### config.mk
export PLATFORM = sky130hd
export DESIGN_NAME = fixed_buffer_free_list_allocator_unit
export DESIGN_NICKNAME = d
export VERILOG_FILES = /design/src/design/fbfla_pkg.sv /design/src/design/fbfla_ring.sv /design/src/design/fixed_buffer_free_list_allocator_unit.sv
export SDC_FILE = /design/constraint.sdc
export NUM_CORES = 1
export LEC_CHECK = 0
export BUFFER_PORTS_ARGS = -buffer_cell sky130_fd_sc_hd__buf_2
export CAP_MARGIN = 10
export CORE_MARGIN = 2
export CORE_UTILIZATION = 35
export DETAILED_ROUTE_END_ITERATION = 10
export GPL_TIMING_DRIVEN = 0
export PLACE_DENSITY_LB_ADDON = 0.3
export SYNTH_ARGS = -nofsm -noshare
export SYNTH_HDL_FRONTEND = slang
export SYNTH_SLANG_ARGS = --single-unit
### constraint.sdc
create_clock -name clk -period 2.7 [get_ports clk]
set_input_delay 0.27 -clock clk [delete_from_list [all_inputs] [get_ports clk]]
set_output_delay 0.27 -clock clk [all_outputs]
set_load 0.02 [all_outputs]
### src/design/fbfla_pkg.sv
// ----------------------------------------------------------------------------
// Free-list allocator package
// Field widths, request and status codes, item types and parameter defaults
// shared by the allocator unit, its ring memory and its checker.
// ----------------------------------------------------------------------------
`default_nettype none

package fbfla_pkg;

  localparam int OP_W  = 2;
  localparam int REQ_W = 17;
  localparam int IDX_W = 6;
  localparam int ST_W  = 2;
  localparam int FC_W  = 7;

  localparam int NUM_BUFFERS_DEF  = 64;
  localparam int BUFFER_BYTES_DEF = 65536;
  localparam int HEADER_BYTES_DEF = 64;

  localparam logic [OP_W-1:0] OP_ALLOC = 2'd0;
  localparam logic [OP_W-1:0] OP_FREE  = 2'd1;
  localparam logic [OP_W-1:0] OP_QUERY = 2'd2;

  localparam logic [ST_W-1:0] ST_OK    = 2'd0;
  localparam logic [ST_W-1:0] ST_EMPTY = 2'd1;
  localparam logic [ST_W-1:0] ST_RANGE = 2'd2;
  localparam logic [ST_W-1:0] ST_FULL  = 2'd3;

  typedef struct packed {
    logic [OP_W-1:0]  op;
    logic [REQ_W-1:0] request_bytes;
    logic [IDX_W-1:0] free_index;
  } fbfla_in_t;

  typedef struct packed {
    logic [ST_W-1:0]  status;
    logic [IDX_W-1:0] granted_index;
    logic [FC_W-1:0]  free_count;
    logic             oversize_warn;
  } fbfla_out_t;

endpackage

`default_nettype wire

### src/design/fbfla_ring.sv
// ----------------------------------------------------------------------------
// Free-list ring memory
// One write port and one read port; the read data is registered and holds
// its value until the next read.
// ----------------------------------------------------------------------------
`default_nettype none

module fbfla_ring
  import fbfla_pkg::*;
#(
  parameter int DEPTH = NUM_BUFFERS_DEF
) (
  input  wire logic                     clk,
  input  wire logic                     wr_en,
  input  wire logic [$clog2(DEPTH)-1:0] wr_addr,
  input  wire logic [IDX_W-1:0]         wr_data,
  input  wire logic                     rd_en,
  input  wire logic [$clog2(DEPTH)-1:0] rd_addr,
  output logic      [IDX_W-1:0]         rd_data
);

  logic [IDX_W-1:0] mem [DEPTH];
  logic [IDX_W-1:0] rd_data_r;

  always_ff @(posedge clk) begin
    if (wr_en) begin
      mem[wr_addr] <= wr_data;
    end
  end

  always_ff @(posedge clk) begin
    if (rd_en) begin
      rd_data_r <= mem[rd_addr];
    end
  end

  assign rd_data = rd_data_r;

endmodule

`default_nettype wire

### src/design/fixed_buffer_free_list_allocator_unit.sv
// ----------------------------------------------------------------------------
// Fixed buffer free-list allocator unit
// Hands out and takes back numbers of equal fixed-size buffers through a FIFO
// ring of free buffer numbers, and reports the free count on every request.
// ----------------------------------------------------------------------------
// A request goes through the input register, then the result register.
// Throughput: one request per cycle unless out_stall holds the result;
// each takes at most one ring access and one pointer update.
// Reset: synchronous, active low; all buffers are free, highest number first.
// The ring needs no clearing pass: a saturating count of ring writes marks
// which entries still read as their reset contents.
`default_nettype none

module fixed_buffer_free_list_allocator_unit
  import fbfla_pkg::*;
#(
  parameter int NUM_BUFFERS  = NUM_BUFFERS_DEF,
  parameter int BUFFER_BYTES = BUFFER_BYTES_DEF,
  parameter int HEADER_BYTES = HEADER_BYTES_DEF
) (
  input  wire logic       clk,
  input  wire logic       rst_n,
  input  wire logic       in_valid,
  output logic            in_stall,
  input  wire fbfla_in_t  in_data,
  output logic            out_valid,
  input  wire logic       out_stall,
  output fbfla_out_t      out_data
);

  // Pointer and count widths follow from the pool size; compare takes the wider.
  localparam int PTR_W = $clog2(NUM_BUFFERS);
  localparam int CNT_W = $clog2(NUM_BUFFERS + 1);
  localparam int CMP_W = (CNT_W > IDX_W) ? CNT_W : IDX_W;
  localparam int SUM_W = $clog2((2 ** REQ_W) + HEADER_BYTES + BUFFER_BYTES + 1);

  localparam logic [PTR_W-1:0] LAST_PTR = PTR_W'(NUM_BUFFERS - 1);
  localparam logic [CNT_W-1:0] FULL_CNT = CNT_W'(NUM_BUFFERS);
  localparam logic [CMP_W-1:0] NB_CMP   = CMP_W'(NUM_BUFFERS);
  localparam logic [SUM_W-1:0] HDR_SUM  = SUM_W'(HEADER_BYTES);
  localparam logic [SUM_W-1:0] BUF_SUM  = SUM_W'(BUFFER_BYTES);

  // Input register stage.
  logic      a_valid_r, a_valid_nxt;
  fbfla_in_t a_data_r;

  // Allocator state.
  logic [PTR_W-1:0] head_r, head_nxt;
  logic [PTR_W-1:0] tail_r, tail_nxt;
  logic [CNT_W-1:0] avail_r, avail_nxt;
  logic [CNT_W-1:0] fill_r, fill_nxt;

  // Result register stage.
  logic             b_valid_r, b_valid_nxt;
  logic [ST_W-1:0]  b_status_r;
  logic             b_grant_r;
  logic             b_use_mem_r;
  logic [IDX_W-1:0] b_rst_val_r;
  logic [FC_W-1:0]  b_count_r;
  logic             b_warn_r;

  // Request decode.
  logic             a_load;
  logic             b_load;
  logic [ST_W-1:0]  status;
  logic             grant;
  logic             warn;
  logic             use_mem;
  logic [IDX_W-1:0] rst_val;
  logic             ring_wr_en;
  logic             ring_rd_en;
  logic [IDX_W-1:0] ring_rd_data;
  logic [SUM_W-1:0] req_sum;

  // The item in the input register moves on whenever the result register is
  // empty or its item is being taken; a new item enters whenever the input
  // register is empty or moving on. Stall on the output thus reaches the
  // input only when both registers are occupied.
  assign b_load   = a_valid_r & (~b_valid_r | ~out_stall);
  assign in_stall = a_valid_r & ~b_load;
  assign a_load   = in_valid & ~in_stall;

  assign a_valid_nxt = a_load | (a_valid_r & ~b_load);
  assign b_valid_nxt = b_load | (b_valid_r & out_stall);

  always_ff @(posedge clk) begin
    if (!rst_n) begin
      a_valid_r <= 1'b0;
      b_valid_r <= 1'b0;
    end else begin
      a_valid_r <= a_valid_nxt;
      b_valid_r <= b_valid_nxt;
    end
  end

  always_ff @(posedge clk) begin
    if (a_load) begin
      a_data_r <= in_data;
    end
  end

  // The oversize warning is raised on any oversize allocate, granted or not.
  assign req_sum = SUM_W'(a_data_r.request_bytes) + HDR_SUM;
  assign warn    = (a_data_r.op == OP_ALLOC) && (req_sum > BUF_SUM);

  // The ring is written strictly in order from entry zero, so an entry has
  // been written exactly when its number lies below the count of writes.
  // Entries not yet written read as the reset pattern instead, highest first.
  assign use_mem = CNT_W'(head_r) < fill_r;
  assign rst_val = IDX_W'(LAST_PTR - head_r);

  always_comb begin
    status     = ST_OK;
    grant      = 1'b0;
    ring_wr_en = 1'b0;
    ring_rd_en = 1'b0;
    head_nxt   = head_r;
    tail_nxt   = tail_r;
    avail_nxt  = avail_r;
    fill_nxt   = fill_r;
    case (a_data_r.op)
      OP_ALLOC: begin
        if (avail_r == '0) begin
          status = ST_EMPTY;
        end else begin
          grant      = 1'b1;
          ring_rd_en = b_load;
          head_nxt   = (head_r == LAST_PTR) ? '0 : head_r + 1'b1;
          avail_nxt  = avail_r - 1'b1;
        end
      end
      OP_FREE: begin
        if (CMP_W'(a_data_r.free_index) >= NB_CMP) begin
          status = ST_RANGE;
        end else if (avail_r == FULL_CNT) begin
          // A full list cannot take another number: treated as a double free.
          status = ST_FULL;
        end else begin
          ring_wr_en = b_load;
          tail_nxt   = (tail_r == LAST_PTR) ? '0 : tail_r + 1'b1;
          avail_nxt  = avail_r + 1'b1;
          fill_nxt   = (fill_r == FULL_CNT) ? fill_r : fill_r + 1'b1;
        end
      end
      default: begin
        // Query, and the unused code, change nothing.
      end
    endcase
  end

  always_ff @(posedge clk) begin
    if (!rst_n) begin
      head_r  <= '0;
      tail_r  <= '0;
      avail_r <= FULL_CNT;
      fill_r  <= '0;
    end else if (b_load) begin
      head_r  <= head_nxt;
      tail_r  <= tail_nxt;
      avail_r <= avail_nxt;
      fill_r  <= fill_nxt;
    end
  end

  always_ff @(posedge clk) begin
    if (b_load) begin
      b_status_r  <= status;
      b_grant_r   <= grant;
      b_use_mem_r <= use_mem;
      b_rst_val_r <= rst_val;
      b_count_r   <= FC_W'(avail_nxt);
      b_warn_r    <= warn;
    end
  end

  // The ring's read data register is loaded with the result register on a
  // granted allocate and holds while the result waits, so both stay aligned.
  fbfla_ring #(
    .DEPTH (NUM_BUFFERS)
  ) u_ring (
    .clk     (clk),
    .wr_en   (ring_wr_en),
    .wr_addr (tail_r),
    .wr_data (a_data_r.free_index),
    .rd_en   (ring_rd_en),
    .rd_addr (head_r),
    .rd_data (ring_rd_data)
  );

  assign out_valid              = b_valid_r;
  assign out_data.status        = b_status_r;
  assign out_data.granted_index = b_grant_r ? (b_use_mem_r ? ring_rd_data : b_rst_val_r)
                                            : '0;
  assign out_data.free_count    = b_count_r;
  assign out_data.oversize_warn = b_warn_r;

endmodule

`default_nettype wire

==> reports/qor_table.md <==
| Parameter | Reported |
|:---|:---|
| CTS clk-pin slew, worst paths | 60 ps |
| Required arrival time at the worst endpoint | 3000 ps |
| Fillers | 4449 |
| Setup crit start kind | flop |
| Maximum number of pins on one net before global-route repair | 36 |
| Proportion of power drawn by the clock network | 0.437 |
| Cell Rows | 83 |
| Setup TNS | 0 ps |
| Setup crit end kind | flop |
| Combined global-route utilization of all metal layers | 0.166 |
| Fraction of final layout cells sized beyond drive strength 1 | 0.311 |
| Cell with the biggest individual delay on the critical path | mux4_2 |
| Number of iterations in the first detailed-routing pass | 6 |
| Internal power | 0.0120 W |
| Cell area after layout | 0.0223 mm² |
| Post-place setup slack | -560 ps |
| Crit Path Class | flop to flop |
| Maximum count of clock buffers along a single path | 3 |
| Share of power burned in registers | 0.527 |
| First-pass GRT wire length | 65600 µm |
| RSZ-0062 raised after global routing | true |
| Syn Area/Cell | 18.4 µm² |
| TritonCTS clock tree | built |
| Number of nets still failing antenna checks after routing | 0 |
| Area growth syn-to-layout | 22.1% |
| Area of the mapped netlist | 0.0183 mm² |
| WHS | 149 ps |
| Max_slew headroom | 0.199 |
| Most frequent cells after synthesis | edfxtp_1, mux4_2, nor2_1 |
| Net switching component of the power | 0.00304 W |
| Number of violations of the max-capacitance limit | 0 |
| Cells along the critical path | buf_4 > buf_6 > mux4_2 > mux2i_1 > a211oi_1 > a31oi_1 > o221ai_1 |
| Placed wire-length estimate after detailed placement | 29200 µm |
| Most area-consuming cells after synthesis | edfxtp_1, mux4_2, dfxtp_1 |
| Antenna cells | 0 |
| Number of DRC violations after detailed-routing iteration 0 | 981 |
| Overall die height | 233 µm |
| Flip-flop cell with the highest count after synthesis | edfxtp_1 |
| Switching power share of the total | 0.203 |
| Power density over cell area | 672 mW/mm² |
| Clk sinks | 461 |
| Combinational fraction of design power | 0.036 |
| Ports | 47 |
| Count of yosys warnings during synthesis | 0 |
| Number of hold-slack violations in the final timing report | 0 |
| Unique cell type count in the Yosys netlist | 61 |
| GRT Residual Overflow | 0 |
| Remaining design rule violation count | 0 |
| Delay of the slowest critical-path stage | 550 ps |
| Lkg Pwr | 6.96 nW |
| Biggest area consumer among synthesized cells | edfxtp_1 |
| Outcome | finished, final reports clean |
| Number of storage elements in the synthesis netlist | 461 |
| Layout Nets | 1177 |
| Gate count after technology mapping | 992 |
| Placeable core region | 0.0515 mm² |
| Proportion of netlist area held by the largest area contributor | 0.711 |
| Instance area at placement | 0.0197 mm² |
| Total CTS buffers | 48 |
| Hold path depth | 2 |
| Critical-path maximum fanout | 10 |
| Routed vias/inst | 5.35 |
| Crit path time final | 2680 ps |
| Post-synthesis sequential area ratio | 0.741 |
| Die width | 233 µm |
| Synthesized net count | 1032 |
| Worst IR drop on VDD | 413 µV |
| Number of antenna violations at the first check in global routing | 0 |
| Number of I/O port buffers | 45 |
| Worst Hold Class | primary input to flop |
| Routed length per instance | 23.8 µm |
| Final setup skew | 28.7 ps |
| Initial Utilization | 0.355 |
| Via count of the first global-routing pass | 10.1k |
| Data arrival time at the worst-slack endpoint | 2990 ps |
| Slew at the pin closest to its max-slew limit | 1200 ps |
| Vias | 9916 |
| Most used standard cell by instance count after synthesis | edfxtp_1 |
| Achievable Freq | 0.373 GHz |
| Root cell of the clock tree | clkbuf_16 |
| Worst Reg2Reg Path Length in Cells | 7 |
| Pins Over Slew Limit | 0 |
| Number of enable flip-flop cells after synthesis | 433 |
| Fraction of the cycle the final worst path needs | 0.994 |
| DIE AREA | 0.0541 mm² |
| Share of synthesized flip-flops with an asynchronous set or reset | 0 |
| Final RePlAce weighted congestion | 0.861 |
| Worst setup margin | 15.8 ps |
| Count of endpoints failing setup in the final report | 0 |
| Clk_lat worst skew | 590 ps |
| Total detailed-routing wirelength | 44200 µm |
| H-tree depth | 2 |
layout by cell type, fill, tap and decap left out, types with 15 or more instances in the layout:
master	instances
o21ai_0	21
buf_4	15
nand2_1	36
dfxtp_1	27
inv_1	15
clkbuf_1	31
clkbuf_16	50
mux4_2	96
dlygate4sd3_1	27
nor2_1	25
edfxtp_1	433
buf_2	54
xnor2_1	15
nor2_4	65
flip-flops by register name, summed over array words and instances, names as in the netlist, 7 cells and up:
name	cells
a_data_r	25
fill_r	7
avail_r	7
b_count_r	7
u_ring.mem	384
critical path: cells and delay by family, from the launching register on:
kind	cells	cell delay (ps)
AO/OA/AOI/OAI	3	590
buffers and inverters	2	510
flip-flops	1	420
multiplexers	2	880
power groups by stage:
stage	clock network (W)	logic, W	registers [W]
floorplan	0	0.000239	0.00809
detailed placement	0	0.000496	0.00806
CTS	0.00665	0.000539	0.00791
finish	0.00655	0.000542	0.00791
global placement	0	0.000361	0.00813
global route	0.00695	0.000585	0.00791
metal layers:
metal,routed length (µm),up-vias,global-route usage
met5,0,-,0
met4,1210,0,0.0523
li1,-,4295,-
met2,21100,417,0.267
met1,18700,5117,0.226
met3,3210,87,0.0326
path summary, 6_finish.rpt:
check / startpoint / to / slack [ps]
min reg2reg: a_valid_r / out_valid / 530
max: head_r[0] / u_ring.rd_data[0] / 20
max reg2reg: head_r[0] / u_ring.rd_data[0] / 20
min: rst_n / avail_r[6] / 150
layout make-up:
class / instances / area (µm²) / share of cell area
Inverter: 20 / 78.8 / 0.00353
Tap cell: 680 / 851 / 0.0381
Timing Repair Buffer: 95 / 950 / 0.0425
Multi-Input combinational cell: 459 / 5050 / 0.226
Clock inverter: 23 / 241 / 0.0108
Buffer: 52 / 297 / 0.0133
Sequential cell: 461 / 13600 / 0.607
Clock buffer: 64 / 1300 / 0.0584
logic make-up (layout without fill, tap and decap cells):
| group | Yosys count | in the layout | synth area share |
|---|---|---|---|
| buf+inv | 72 | 254 | 0.0175 |
| simple gates | 208 | 208 | 0.0556 |
| fa+ha+maj | 11 | 11 | 0.00752 |
| compound gates | 112 | 112 | 0.0434 |
| xor+xnor | 17 | 17 | 0.00814 |
| mux | 111 | 111 | 0.126 |
| flops | 461 | 461 | 0.741 |
what timing repair did:
action / in CTS / in global routing
pin swaps: 2 / 3
setup buffers: 4 / 1
setup endpoints to repair: 390 / 390
resized for setup: 173 / 14
hold endpoints to repair: 27 / 0
hold buffers: 27 / 0
per-stage QoR:
| step | utilization | total power, W | std cells |
|---|---|---|---|
| after floorplan | - | 0.00833 | 992 |
| after global placement | 0.376 | 0.00849 | 1717 |
| after detailed placement | 0.382 | 0.00855 | 1730 |
| after CTS | 0.431 | 0.0151 | 1848 |
| after global routing | 0.434 | 0.0154 | 1854 |
| final | 0.434 | 0.0150 | 1854 |
(Power assumes the default switching activity.)
